<file path="config.mk">
export PLATFORM = sky130hd
export DESIGN_NAME = servo_trapezoid_profile_pwm
export DESIGN_NICKNAME = d
export VERILOG_FILES = /design/src/rtl/stp_pkg.sv /design/src/rtl/servo_trapezoid_profile_pwm.sv
export SDC_FILE = /design/constraint.sdc
export NUM_CORES = 2
export LEC_CHECK = 0
export BUFFER_PORTS_ARGS = -buffer_cell sky130_fd_sc_hd__buf_2
export CAP_MARGIN = 0
export CORE_ASPECT_RATIO = 2
export CORE_MARGIN = 1
export CORE_UTILIZATION = 35
export CTS_CLUSTER_SIZE = 24
export DETAILED_ROUTE_END_ITERATION = 8
export GPL_TIMING_DRIVEN = 0
export PLACE_DENSITY = 0.49
export SLEW_MARGIN = 0
export SYNTH_ARGS = -nofsm -noshare
export SYNTH_HDL_FRONTEND = slang
export SYNTH_SLANG_ARGS = --single-unit
</file>
<file path="constraint.sdc">
create_clock -name aclk -period 13.4 [get_ports aclk]
set_clock_uncertainty 0.15 [all_clocks]
set_input_delay 3.35 -clock aclk [delete_from_list [all_inputs] [get_ports aclk]]
set_output_delay 3.35 -clock aclk [all_outputs]
set_load 0.01 [all_outputs]
</file>
<file path="src/rtl/stp_pkg.sv">
package stp_pkg;

    localparam int PWM_BITS  = 12;
    localparam int DEG_W     = 14;
    localparam int RNG_W     = 13;
    localparam int TIME_W    = 32;
    localparam int RAMP_W    = 8;
    localparam int RAMP_MAX  = 102;
    localparam int P_W       = 17;
    localparam int P_ONE     = 65536;
    localparam int FRAC_STEPS = 16;
    localparam int DIV_STEPS = 50;
    localparam int NUM_W     = 50;
    localparam int DSR_W     = 34;
    localparam int QUO_W     = 18;
    localparam int CNT_W     = 6;
    localparam int ADDR_W    = 5;
    localparam int DATA_W    = 32;

    typedef logic [1:0] cmd_t;

    localparam cmd_t CMD_TICK   = 2'd0;
    localparam cmd_t CMD_START  = 2'd1;
    localparam cmd_t CMD_DIRECT = 2'd2;

    typedef logic [2:0] reg_idx_t;

    localparam reg_idx_t REG_PWM_MIN    = 3'd0;
    localparam reg_idx_t REG_PWM_MAX    = 3'd1;
    localparam reg_idx_t REG_RANGE      = 3'd2;
    localparam reg_idx_t REG_CORRECTION = 3'd3;
    localparam reg_idx_t REG_LIMIT_LOW  = 3'd4;
    localparam reg_idx_t REG_LIMIT_HIGH = 3'd5;
    localparam reg_idx_t REG_REVERSE    = 3'd6;
    localparam reg_idx_t REG_CHANNEL    = 3'd7;

endpackage

</file>
<file path="src/rtl/servo_trapezoid_profile_pwm.sv">
// Servo motion profile generator with a trapezoidal velocity ramp and PWM mapping.
// Requests arrive on the s_ channel (valid/ready) and carry a command, the current
// millisecond time, a target position in 1/16 degree, a duration and a Q0.8 ramp share.
// Every request produces exactly one result on the m_ channel (valid/ready): a PWM
// write flag and count, the channel, the current position and the motion flag.
// The block handles one request at a time and holds s_ready low until its result
// has been taken, so a stalled receiver simply holds off the next request.
// Start requests and requests that change nothing go from acceptance straight to the
// result. A direct write runs a 50-step floor division for the PWM count; a profile
// tick first adds a 16-step fraction division, two multiply stages and a 50-step
// rounding division for the position. One shared bit-serial restoring divider does
// all divisions, retiring one quotient bit per cycle. Configuration is written over
// the APB port at byte address 4*index. The user must write it only while idle; the
// block does not enforce this. After reset (aresetn low at a clock edge) the registers
// hold their defaults, the channel is unattached and no motion is in progress.
module servo_trapezoid_profile_pwm (
    input  logic                          aclk,
    input  logic                          aresetn,
    input  logic                          s_valid,
    output logic                          s_ready,
    input  stp_pkg::cmd_t                 s_cmd,
    input  logic [stp_pkg::TIME_W-1:0]    s_time_ms,
    input  logic signed [stp_pkg::DEG_W-1:0] s_target_degree,
    input  logic [stp_pkg::TIME_W-1:0]    s_duration_ms,
    input  logic [stp_pkg::RAMP_W-1:0]    s_ramp_frac,
    output logic                          m_valid,
    input  logic                          m_ready,
    output logic                          m_pwm_write,
    output logic [3:0]                    m_pwm_channel,
    output logic [stp_pkg::PWM_BITS-1:0]  m_pwm_count,
    output logic signed [stp_pkg::DEG_W-1:0] m_current_degree,
    output logic                          m_moving,
    input  logic                          psel,
    input  logic                          penable,
    input  logic                          pwrite,
    input  logic [stp_pkg::ADDR_W-1:0]    paddr,
    input  logic [stp_pkg::DATA_W-1:0]    pwdata,
    output logic [stp_pkg::DATA_W-1:0]    prdata,
    output logic                          pready
);
    import stp_pkg::*;

    localparam logic [3:0] ST_IDLE  = 4'd0;
    localparam logic [3:0] ST_DIV   = 4'd1;
    localparam logic [3:0] ST_POST  = 4'd2;
    localparam logic [3:0] ST_MUL1  = 4'd3;
    localparam logic [3:0] ST_MUL2  = 4'd4;
    localparam logic [3:0] ST_CLAMP = 4'd5;
    localparam logic [3:0] ST_MAP   = 4'd6;
    localparam logic [3:0] ST_FIN   = 4'd7;
    localparam logic [3:0] ST_OUT   = 4'd8;

    localparam logic [1:0] PH_FRAC = 2'd0;
    localparam logic [1:0] PH_POS  = 2'd1;
    localparam logic [1:0] PH_PWM  = 2'd2;

    logic [3:0]                 state_reg;
    logic [PWM_BITS-1:0]        pwm_min_reg, pwm_max_reg;
    logic [RNG_W-1:0]           range_reg, limit_low_reg, limit_high_reg;
    logic signed [DEG_W-1:0]    correction_reg;
    logic                       reverse_reg;
    logic [4:0]                 channel_reg;

    logic signed [DEG_W-1:0]    target_pos_reg, current_pos_reg, start_pos_reg;
    logic [TIME_W-1:0]          start_time_reg, end_time_reg;
    logic [RAMP_W-1:0]          ramp_share_reg;
    logic                       in_motion_reg;
    logic [PWM_BITS-1:0]        last_pwm_reg;

    logic [1:0]                 phase_reg;
    logic [CNT_W-1:0]           cnt_reg;
    logic [DSR_W-1:0]           rem_reg, divisor_reg;
    logic [NUM_W-1:0]           num_reg;
    logic [QUO_W-1:0]           quo_reg;
    logic [P_W-1:0]             p_reg;
    logic [32:0]                a_reg, den_reg;
    logic                       sub_reg, neg_reg;
    logic signed [19:0]         pos_reg;
    logic [RNG_W-1:0]           x_reg;

    logic                       out_write_reg;
    logic [3:0]                 out_channel_reg;
    logic [PWM_BITS-1:0]        out_count_reg;
    logic signed [DEG_W-1:0]    out_degree_reg;
    logic                       out_moving_reg;

    logic                       attached;
    logic                       accept;
    logic [TIME_W-1:0]          elapsed, span, end_next;
    logic signed [DEG_W:0]      delta, deg_ext, lim_lo_ext, lim_hi_ext;
    logic signed [DEG_W-1:0]    target_next;
    logic [RAMP_W-1:0]          ramp_next;

    logic [P_W-1:0]             ramp_lo, ramp_hi, p_comp, sq_in, mid;
    logic [8:0]                 ramp_inv;
    logic [16:0]                ramp_prod;
    logic [33:0]                sq, qd;
    logic signed [48:0]         prod_pos;
    logic [47:0]                mag_pos;

    logic [34:0]                div_t, div_diff;
    logic                       div_ge;

    logic signed [19:0]         quo_signed, pos_calc, base_sum;
    logic signed [20:0]         x_sum, cur_calc;
    logic [RNG_W-1:0]           x_calc;
    logic signed [DEG_W-1:0]    cur_sat;

    logic signed [13:0]         pwm_diff, pwm_sdiff;
    logic signed [27:0]         prod_pwm;
    logic [26:0]                mag_pwm;
    logic [PWM_BITS-1:0]        pwm_base, count_calc;
    logic signed [19:0]         count_sum;

    logic                       cfg_write;
    reg_idx_t                   cfg_idx;

    assign attached = ~channel_reg[4];
    assign accept   = s_valid && s_ready;
    assign s_ready  = (state_reg == ST_IDLE);
    assign m_valid  = (state_reg == ST_OUT);
    assign pready   = 1'b1;

    assign m_pwm_write      = out_write_reg;
    assign m_pwm_channel    = out_channel_reg;
    assign m_pwm_count      = out_count_reg;
    assign m_current_degree = out_degree_reg;
    assign m_moving         = out_moving_reg;

    assign cfg_write = psel && penable && pwrite && pready;
    assign cfg_idx   = paddr[4:2];

    always_comb begin
        unique case (cfg_idx)
            REG_PWM_MIN:    prdata = {{(DATA_W-PWM_BITS){1'b0}}, pwm_min_reg};
            REG_PWM_MAX:    prdata = {{(DATA_W-PWM_BITS){1'b0}}, pwm_max_reg};
            REG_RANGE:      prdata = {{(DATA_W-RNG_W){1'b0}}, range_reg};
            REG_CORRECTION: prdata = {{(DATA_W-DEG_W){1'b0}}, correction_reg};
            REG_LIMIT_LOW:  prdata = {{(DATA_W-RNG_W){1'b0}}, limit_low_reg};
            REG_LIMIT_HIGH: prdata = {{(DATA_W-RNG_W){1'b0}}, limit_high_reg};
            REG_REVERSE:    prdata = {{(DATA_W-1){1'b0}}, reverse_reg};
            REG_CHANNEL:    prdata = {{(DATA_W-5){1'b0}}, channel_reg};
            default:        prdata = '0;
        endcase
    end

    // Request decode: start clamping and profile timing.
    assign elapsed    = s_time_ms - start_time_reg;
    assign span       = end_time_reg - start_time_reg;
    assign end_next   = s_time_ms + s_duration_ms;
    assign delta      = $signed({target_pos_reg[DEG_W-1], target_pos_reg})
                      - $signed({start_pos_reg[DEG_W-1], start_pos_reg});
    assign deg_ext    = $signed({s_target_degree[DEG_W-1], s_target_degree});
    assign lim_lo_ext = $signed({2'b00, limit_low_reg});
    assign lim_hi_ext = $signed({2'b00, limit_high_reg});
    assign ramp_next  = (s_ramp_frac > RAMP_W'(RAMP_MAX)) ? RAMP_W'(RAMP_MAX) : s_ramp_frac;

    always_comb begin
        if (deg_ext < lim_lo_ext) begin
            target_next = $signed({1'b0, limit_low_reg});
        end else if (deg_ext > lim_hi_ext) begin
            target_next = $signed({1'b0, limit_high_reg});
        end else begin
            target_next = s_target_degree;
        end
    end

    // Ramp law selection and the first multiply stage.
    assign ramp_lo   = {1'b0, ramp_share_reg, 8'b0};
    assign ramp_inv  = 9'd256 - {1'b0, ramp_share_reg};
    assign ramp_hi   = {ramp_inv, 8'b0};
    assign p_comp    = P_W'(P_ONE) - p_reg;
    assign sq_in     = (p_reg < ramp_lo) ? p_reg : p_comp;
    assign sq        = sq_in * sq_in;
    assign mid       = p_reg - {2'b0, ramp_share_reg, 7'b0};
    assign ramp_prod = {1'b0, ramp_share_reg} * ramp_inv;
    assign qd        = {ramp_prod, 17'b0};

    // Second multiply stage: signed travel times the law term.
    assign prod_pos = $signed(delta) * $signed({1'b0, a_reg});
    assign mag_pos  = prod_pos[48] ? 48'(-prod_pos) : prod_pos[47:0];

    // Shared restoring divider, one quotient bit per cycle.
    assign div_t    = {rem_reg, num_reg[NUM_W-1]};
    assign div_diff = div_t - {1'b0, divisor_reg};
    assign div_ge   = (div_t >= {1'b0, divisor_reg});

    assign quo_signed = neg_reg ? -$signed({2'b0, quo_reg}) : $signed({2'b0, quo_reg});
    assign base_sum   = $signed({{6{start_pos_reg[DEG_W-1]}}, start_pos_reg});
    assign pos_calc   = sub_reg ? (base_sum + 20'($signed(delta)) - quo_signed)
                                : (base_sum + quo_signed);

    // Correction, clamp to travel and saturate the reported position.
    assign x_sum    = 21'(pos_reg) + 21'(correction_reg);
    assign x_calc   = (x_sum < 0) ? '0
                    : (x_sum > $signed({8'b0, range_reg})) ? range_reg : x_sum[RNG_W-1:0];
    assign cur_calc = $signed({8'b0, x_calc}) - 21'(correction_reg);
    assign cur_sat  = (cur_calc > 21'sd8191) ? 14'sd8191
                    : (cur_calc < -21'sd8192) ? -14'sd8192 : cur_calc[DEG_W-1:0];

    // PWM mapping.
    assign pwm_diff  = $signed({2'b0, pwm_max_reg}) - $signed({2'b0, pwm_min_reg});
    assign pwm_sdiff = reverse_reg ? pwm_diff : -pwm_diff;
    assign prod_pwm  = pwm_sdiff * $signed({1'b0, x_reg});
    assign mag_pwm   = prod_pwm[27] ? 27'(-prod_pwm) : prod_pwm[26:0];
    assign pwm_base  = reverse_reg ? pwm_min_reg : pwm_max_reg;
    assign count_sum = $signed({8'b0, pwm_base}) + quo_signed;
    assign count_calc = count_sum[PWM_BITS-1:0];

    always_ff @(posedge aclk) begin
        if (!aresetn) begin
            state_reg      <= ST_IDLE;
            pwm_min_reg    <= PWM_BITS'(120);
            pwm_max_reg    <= PWM_BITS'(590);
            range_reg      <= RNG_W'(4320);
            correction_reg <= '0;
            limit_low_reg  <= '0;
            limit_high_reg <= RNG_W'(4320);
            reverse_reg    <= 1'b0;
            channel_reg    <= 5'h1F;
            target_pos_reg <= -14'sd1;
            current_pos_reg <= -14'sd1;
            start_pos_reg  <= '0;
            start_time_reg <= '0;
            end_time_reg   <= '0;
            ramp_share_reg <= '0;
            in_motion_reg  <= 1'b0;
            last_pwm_reg   <= '0;
            cnt_reg        <= '0;
        end else begin
            if (cfg_write) begin
                unique case (cfg_idx)
                    REG_PWM_MIN:    pwm_min_reg    <= pwdata[PWM_BITS-1:0];
                    REG_PWM_MAX:    pwm_max_reg    <= pwdata[PWM_BITS-1:0];
                    REG_RANGE:      range_reg      <= pwdata[RNG_W-1:0];
                    REG_CORRECTION: correction_reg <= $signed(pwdata[DEG_W-1:0]);
                    REG_LIMIT_LOW:  limit_low_reg  <= pwdata[RNG_W-1:0];
                    REG_LIMIT_HIGH: limit_high_reg <= pwdata[RNG_W-1:0];
                    REG_REVERSE:    reverse_reg    <= pwdata[0];
                    REG_CHANNEL:    channel_reg    <= pwdata[4:0];
                    default:        ;
                endcase
            end
            unique case (state_reg)
                ST_IDLE: begin
                    if (accept) begin
                        out_write_reg   <= 1'b0;
                        out_count_reg   <= '0;
                        out_channel_reg <= attached ? channel_reg[3:0] : 4'd0;
                        out_degree_reg  <= current_pos_reg;
                        out_moving_reg  <= in_motion_reg;
                        state_reg       <= ST_OUT;
                        case (s_cmd)
                            CMD_START: begin
                                target_pos_reg <= target_next;
                                ramp_share_reg <= ramp_next;
                                start_pos_reg  <= current_pos_reg;
                                start_time_reg <= s_time_ms;
                                end_time_reg   <= end_next;
                                in_motion_reg  <= 1'b1;
                                out_moving_reg <= 1'b1;
                            end
                            CMD_DIRECT: begin
                                if (attached) begin
                                    pos_reg   <= 20'(s_target_degree);
                                    state_reg <= ST_CLAMP;
                                end
                            end
                            CMD_TICK: begin
                                if (attached && in_motion_reg) begin
                                    if (s_time_ms >= end_time_reg) begin
                                        pos_reg       <= 20'(target_pos_reg);
                                        in_motion_reg <= 1'b0;
                                        state_reg     <= ST_CLAMP;
                                    end else if (target_pos_reg != current_pos_reg) begin
                                        if (span == '0 || elapsed >= span) begin
                                            p_reg     <= P_W'(P_ONE);
                                            state_reg <= ST_MUL1;
                                        end else begin
                                            rem_reg     <= {2'b0, elapsed};
                                            divisor_reg <= {2'b0, span};
                                            num_reg     <= '0;
                                            quo_reg     <= '0;
                                            cnt_reg     <= CNT_W'(FRAC_STEPS);
                                            phase_reg   <= PH_FRAC;
                                            state_reg   <= ST_DIV;
                                        end
                                    end
                                end
                            end
                            default: ;
                        endcase
                    end
                end
                ST_DIV: begin
                    rem_reg <= div_ge ? div_diff[DSR_W-1:0] : div_t[DSR_W-1:0];
                    num_reg <= {num_reg[NUM_W-2:0], 1'b0};
                    quo_reg <= {quo_reg[QUO_W-2:0], div_ge};
                    cnt_reg <= cnt_reg - 1'b1;
                    if (cnt_reg == CNT_W'(1)) begin
                        state_reg <= ST_POST;
                    end
                end
                ST_POST: begin
                    unique case (phase_reg)
                        PH_FRAC: begin
                            p_reg     <= quo_reg[P_W-1:0];
                            state_reg <= ST_MUL1;
                        end
                        PH_POS: begin
                            pos_reg   <= pos_calc;
                            state_reg <= ST_CLAMP;
                        end
                        default: begin
                            state_reg <= ST_FIN;
                        end
                    endcase
                end
                ST_MUL1: begin
                    sub_reg <= 1'b0;
                    if (ramp_share_reg == '0) begin
                        a_reg   <= {16'b0, p_reg};
                        den_reg <= 33'(P_ONE);
                    end else if (p_reg < ramp_lo) begin
                        a_reg   <= sq[32:0];
                        den_reg <= qd[32:0];
                    end else if (p_reg < ramp_hi) begin
                        a_reg   <= {16'b0, mid};
                        den_reg <= {16'b0, ramp_hi};
                    end else begin
                        a_reg   <= sq[32:0];
                        den_reg <= qd[32:0];
                        sub_reg <= 1'b1;
                    end
                    state_reg <= ST_MUL2;
                end
                ST_MUL2: begin
                    neg_reg     <= prod_pos[48];
                    num_reg     <= {1'b0, mag_pos, 1'b0} + {17'b0, den_reg};
                    divisor_reg <= {den_reg, 1'b0};
                    rem_reg     <= '0;
                    quo_reg     <= '0;
                    cnt_reg     <= CNT_W'(DIV_STEPS);
                    phase_reg   <= PH_POS;
                    state_reg   <= ST_DIV;
                end
                ST_CLAMP: begin
                    x_reg           <= x_calc;
                    current_pos_reg <= cur_sat;
                    state_reg       <= ST_MAP;
                end
                ST_MAP: begin
                    if (range_reg == '0) begin
                        quo_reg   <= '0;
                        neg_reg   <= 1'b0;
                        state_reg <= ST_FIN;
                    end else begin
                        neg_reg     <= prod_pwm[27];
                        num_reg     <= prod_pwm[27]
                                     ? NUM_W'(mag_pwm) + NUM_W'(range_reg) - NUM_W'(1)
                                     : NUM_W'(mag_pwm);
                        divisor_reg <= DSR_W'(range_reg);
                        rem_reg     <= '0;
                        quo_reg     <= '0;
                        cnt_reg     <= CNT_W'(DIV_STEPS);
                        phase_reg   <= PH_PWM;
                        state_reg   <= ST_DIV;
                    end
                end
                ST_FIN: begin
                    out_channel_reg <= channel_reg[3:0];
                    out_degree_reg  <= current_pos_reg;
                    out_moving_reg  <= in_motion_reg;
                    if (count_calc != last_pwm_reg) begin
                        last_pwm_reg  <= count_calc;
                        out_write_reg <= 1'b1;
                        out_count_reg <= count_calc;
                    end else begin
                        out_write_reg <= 1'b0;
                        out_count_reg <= '0;
                    end
                    state_reg <= ST_OUT;
                end
                ST_OUT: begin
                    if (m_ready) begin
                        state_reg <= ST_IDLE;
                    end
                end
                default: begin
                    state_reg <= ST_IDLE;
                end
            endcase
        end
    end

`ifndef ASSERT_OFF
    a_one_side: assert property (@(posedge aclk) disable iff (!aresetn)
        !(s_ready && m_valid))
        else $error("request taken while a result is pending");

    a_busy_after_accept: assert property (@(posedge aclk) disable iff (!aresetn)
        (s_valid && s_ready) |=> !s_ready)
        else $error("ready stayed high after a request was taken");

    a_write_tracks_last: assert property (@(posedge aclk) disable iff (!aresetn)
        (m_valid && m_pwm_write) |-> (m_pwm_count == last_pwm_reg))
        else $error("issued count differs from the remembered count");

    a_quiet_count: assert property (@(posedge aclk) disable iff (!aresetn)
        (m_valid && !m_pwm_write) |-> (m_pwm_count == '0))
        else $error("count is nonzero without a write");

    a_div_count: assert property (@(posedge aclk) disable iff (!aresetn)
        (state_reg == ST_DIV) |-> (cnt_reg != '0))
        else $error("divider running with an empty step count");
`endif

endmodule

</file>
# Word level (Yosys, flattened, before mapping)
# Index checks and enable logic that the tools add are counted.
dict set report totals {
  regBits 508
  inputBits 132
  out_inout_bits 67
  word_cells 278
}
dict set report classes {
  n_addsub 23
  n_mul 4
  n_lt_le_gt_ge 12
  n_eq_ne 39
  muxes 116
  n_bitwise 2
  n_reduce_logical 44
}
# cell n
set op_table {}
lappend op_table {{$mux 34} 15}
lappend op_table {{$mux 50} 8}
lappend op_table {{$pmux 32 s8} 1}
lappend op_table {{$pmux 50 s4} 1}
lappend op_table {{$mux 17} 9}
lappend op_table {{$mux 20} 7}
lappend op_table {{$pmux 34 s4} 1}
lappend op_table {{$mux 33} 4}
lappend op_table {{$mux 18} 6}
lappend op_table {{$pmux 34 s3} 1}
lappend op_table {{$mux 14} 6}
lappend op_table {{$pmux 20 s2} 2}
lappend op_table {{$ge 32x32->1} 2}
lappend op_table {{$sub 32x32->32} 2}
lappend op_table {{$pmux 18 s3} 1}
lappend op_table {{$add 49x33->50} 1}
lappend op_table {{$mul 15x34->49} 1}
lappend op_table {{$mux 48} 1}
lappend op_table {{$neg 48->48} 1}
lappend op_table {{$mux 6} 7}
lappend op_table {{$mux 12} 3}
lappend op_table {{$mux 4} 9}
lappend op_table {{$pmux 4 s9} 1}
lappend op_table {{$ge 35x34->1} 1}
lappend op_table {{79 further kinds} 149}

# Logic depth before layout (Yosys ltp)
dict set report logic_depth {
  ltp_word 11
  mapped_depth 59
  depth_no_buf 55
}

# Worst setup path before layout
# No wires, ideal clock.
dict set report synth_timing {
  path_type {flip-flop to flip-flop}
  start {register start_pos_reg[1]}
  end {register num_reg[44], data pin}
  setup_ps 261
  arrival_time_ps 13136
  t_required_ps 12989
  setup_slack_ps -147
  path_stages_with_launch 56
  n_path_buf 5
  synth_period_minus_slack_ps 13547
  cell_sequence {dfxtp_1 > inv_1 > ha_1 > nor2b_1 > o21ai_0 > a21boi_0 > o21ai_0 > a21boi_0 > o21ai_0 > a21boi_0 > o21ai_0 > a21boi_0 > o21ai_0 > a21boi_0 > o21a_1 > or3_1 > clkbuf_1 > clkbuf_1 > (+20 left out) > nor2_1 > xnor2_1 > ha_1 > fa_1 > a21o_1 > a21oi_1 > o21bai_1 > a31o_2 > a211oi_1 > or3_1 > o21ai_0 > a221oi_1 > a221oi_1 > and3_1 > nand4_1 > or4_1 > xnor2_1 > a221o_1}
}
dict set report synth_via {
  elab_chain_cells 6
}
# item line_no
set synth_rtl {}
lappend synth_rtl {{start: declaration} servo_trapezoid_profile_pwm.sv:64} ;# logic signed [DEG_W-1:0] target_pos_reg, current_pos_reg, start_pos_reg;
lappend synth_rtl {{start signal: assignment} servo_trapezoid_profile_pwm.sv:257} ;# start_pos_reg <= current_pos_reg;
lappend synth_rtl {{$sub 14x14->15 (*)} servo_trapezoid_profile_pwm.sv:152} ;# - $signed({start_pos_reg[DEG_W-1], start_pos_reg});
lappend synth_rtl {{$mul 15x34->49 (*)} servo_trapezoid_profile_pwm.sv:180} ;# assign prod_pos = $signed(delta) * $signed({1'b0, a_reg});
lappend synth_rtl {{$neg 48->48} servo_trapezoid_profile_pwm.sv:181} ;# assign mag_pos = prod_pos[48] ? 48'(-prod_pos) : prod_pos[47:0];
lappend synth_rtl {{$mux 48 (*)} servo_trapezoid_profile_pwm.sv:181}
lappend synth_rtl {{$add 49x33->50 (*)} servo_trapezoid_profile_pwm.sv:339} ;# num_reg <= {1'b0, mag_pos, 1'b0} + {17'b0, den_reg};
lappend synth_rtl {{$pmux 50 s4 (*)} servo_trapezoid_profile_pwm.sv:244} ;# unique case (state_reg)
lappend synth_rtl {{end signal: assignment} servo_trapezoid_profile_pwm.sv:297} ;# num_reg <= {num_reg[NUM_W-2:0], 1'b0};
lappend synth_rtl {{end signal: assignment} servo_trapezoid_profile_pwm.sv:339}
lappend synth_rtl {{end signal: assignment} servo_trapezoid_profile_pwm.sv:359} ;# num_reg <= prod_pwm[27]
lappend synth_rtl {{end: declaration} servo_trapezoid_profile_pwm.sv:73} ;# logic [NUM_W-1:0] num_reg;
# Every way passes the cells marked *; elsewhere a longest branch is shown, timed or not.
# A chain may end at the register's enable or synchronous reset.

# Worst setup path after layout
dict set report layout_timing {
  start {register target_pos_reg[0]}
  end {register num_reg[44], data pin}
}
dict set report layout_via {
  elab_chain_cells 6
}
# item line_no
set layout_rtl {}
lappend layout_rtl {{start: declaration} servo_trapezoid_profile_pwm.sv:64}
lappend layout_rtl {{start signal: assignment} servo_trapezoid_profile_pwm.sv:221} ;# target_pos_reg <= -14'sd1;
lappend layout_rtl {{start signal: assignment} servo_trapezoid_profile_pwm.sv:255} ;# target_pos_reg <= target_next;
lappend layout_rtl {{$sub 14x14->15 (*)} servo_trapezoid_profile_pwm.sv:152}
lappend layout_rtl {{$mul 15x34->49 (*)} servo_trapezoid_profile_pwm.sv:180}
lappend layout_rtl {{$neg 48->48} servo_trapezoid_profile_pwm.sv:181}
lappend layout_rtl {{$mux 48 (*)} servo_trapezoid_profile_pwm.sv:181}
lappend layout_rtl {{$add 49x33->50 (*)} servo_trapezoid_profile_pwm.sv:339}
lappend layout_rtl {{$pmux 50 s4 (*)} servo_trapezoid_profile_pwm.sv:244}
# Marked as above.

==> flow_metrics.tcl <==
set metrics [dict create \
    clkTransAtPathRegs_ns 0.08 \
    wl_per_cell_um 23.98 \
    cpMostUsedCell "fa_1" \
    layout_commonest_cell "inv_1" \
    num_rows 241 \
    fp.dieW_um 331.3 \
    io_pins 199 \
    numPortBuffers 156 \
    arrival_ns 13.47 \
    avgSynthCellArea_um2 8.487 \
    ant_nets 0 \
    path_buf_inv 10 \
    grt_usage 0.2633 \
    drv_slew 0 \
    core_um2 215300 \
    wl_mm 290.9 \
    status "finished, final reports clean" \
    layout_common_cells "inv_1 (1384), nand2_1 (1083), fa_1 (833)" \
    drtIter0Drc 3655 \
    synthCells 8943 \
    worst_ep_required_time_ns 13.67 \
    syn_area_um2 75900 \
    reg2reg_from "target_pos_reg[0]" \
    reg2reg_depth 55 \
    post-route-util 0.3934 \
    grt_first_pass_wirelength_mm 428.4 \
    hold_path_end "start_time_reg[4]" \
    yosys.cell_types.count 109 \
    path_delay_family "compound AO/OA/AOI/OAI gates" \
    drc 0 \
    synth-async-reset-ratio 0 \
    crit_path_start "target_pos_reg[0]" \
    synth-simple-area-share 0.1724 \
    synth_top_family_by_area "adder cells" \
    areaGrowthSynthToFinish_pct 11.59 \
    hpwlAfterDp_mm 247.9 \
    r2r_end "num_reg[44]" \
    ctsRootBufferMaster "clkbuf_16" \
    synth_area_leaders "fa_1 (22%), ha_1 (13%), edfxtp_1 (11%)" \
    start_util 0.3525 \
    crit_fanout 8 \
    largest_reg_flops 50 \
    post_synth_fa_ha_maj_area_fraction 0.3546 \
    synth_seq_cells 500 \
    path_class "reg2reg" \
    vias 65250 \
    synth_top_area_frac 0.2234 \
    startpoint_type "flip-flop" \
    slew_headroom 0.02025 \
    ys_warn_count 0 \
    finalHoldViolCount 0 \
    grt_pass1_vias 68740 \
    crit_path_end_kind "flip-flop" \
    clk_latency_ns 0.70 \
    cts_tree "done" \
    antenna_found_initial 29 \
    grt_overflow 0 \
    synth_xor_area_frac 0.05200 \
    holdCritStartpoint "start_time_reg[4]" \
    cpPeakStageDelay_ns 0.60 \
    hold_class "reg2reg" \
    hold_path_depth 2 \
    die_h_um 660.6 \
    routabilityCongestion 1.001 \
    synth-edff-count 280 \
    drive_gt1_frac 0.08288 \
    htreeDepth 2 \
    cts.sinks 500 \
    max_freq_ghz 0.07580 \
    numCtsBuffers 51 \
    r2r_slack_ns 0.21 \
    fillers 22260 \
    setup_violations 0 \
    synth-seq-area-share 0.1688 \
    ys.flop_type "edfxtp_1" \
    tightest_slew_ns 1.459 \
    critPathSlowestCell "or4_4" \
    synth_compound_area_frac 0.1487 \
    num-nets-final 11060 \
    period_minus_slack_ns 13.19 \
    cts_buffer_depth 3 \
    synthMuxAreaShare 0.01564 \
    vias_per_cell 5.378 \
    dieArea_um2 218800 \
    grt_max_degree 50 \
    period_share 0.9846 \
    synth_top_cell_by_area "fa_1" \
    drtPass1Iterations 6 \
    max_cap_violations 0 \
]
-- cells in the mapped netlist, drive strengths merged (185+ instances only) --
master  count
edfxtp    280
a21o      185
a21oi     512
fa        847
dfxtp     220
o21ai     356
inv      1395
nor2      560
xnor2     286
and2      230
clkbuf    310
nand2    1086
ha        796
-- metrics by stage --
stage,setup slack (ns),TNS (ns),instance area [um2],cells,hold WS (ns)
5_1_grt,-0.09251,-0.2775,84670,12120,0.3349
6_report,0.2067,0,84700,12130,0.3043
4_1_cts,0.0002469,0,83620,12060,0.3059
2_1_floorplan,0.06085,0,75980,8965,0.2863
3_5_place_dp,-3.915,-104.79,80630,11930,0.2972
3_3_place_gp,-4.049,-117.13,80260,11920,0.2931
-- layout make-up --
type	count	area, um2	area share
Clock buffer	62	1410	0.01665
Inverter	1404	5276	0.06230
Buffer	330	1548	0.01827
Multi-Input combinational cell	6715	57770	0.6821
Clock inverter	34	370.4	0.004373
Antenna cell	11	27.53	0.0003250
Sequential cell	500	12830	0.1515
Tap cell	2794	3496	0.04128
Timing Repair Buffer	282	1963	0.02318
-- routing by layer --
metal / global-route usage / vias to the layer above / share of wire / wire (um)
li1: - / 30390 / - / -
met1: 0.2523 / 32320 / 0.33 / 96630
met2: 0.5181 / 1786 / 0.54 / 158300
met3: 0.02188 / 745 / 0.037 / 10690
met4: 0.1948 / 10 / 0.087 / 25250
met5: 0 / - / 0.00020 / 58
-- tightest hold or removal path, delay by kind of cell, from the launching register on --
family          cells  cell delay [ns]
compound gates      1             0.05
flops               1             0.31
simple gates        1             0.05
-- cell families after synthesis --
kind of cell	count (synthesis)
AO/OA/AOI/OAI	1735
AND/OR/NAND/NOR	2750
other	2
XOR/XNOR	449
flip-flops	500
multiplexers	114
adder cells (fa/ha/maj)	1643
buffers and inverters	1750
-- worst max path at each step --
stage	endpoint	slack, ns	cells after the start
global placement	num_reg[47]	-4.05	53
global route	num_reg[44]	-0.09	55
detailed placement	num_reg[47]	-3.92	53
floorplan	num_reg[44]	0.06	55
CTS	num_reg[48]	0.0002	56
finish	num_reg[44]	0.21	55
-- repair_timing --
| action | in CTS | in global routing |
|---|---|---|
| hold buffers | 0 | 0 |
| gates resized for setup | 211 | 171 |
| buffers inserted | 45 | 61 |
| endpoints found under the setup margin | 47 | 36 |
| gates cloned | 1 | 1 |
| pin swaps | 66 | 135 |
Power is not shown: default switching activity piles up to over one toggle a cycle in this logic, so the estimate is an artifact.
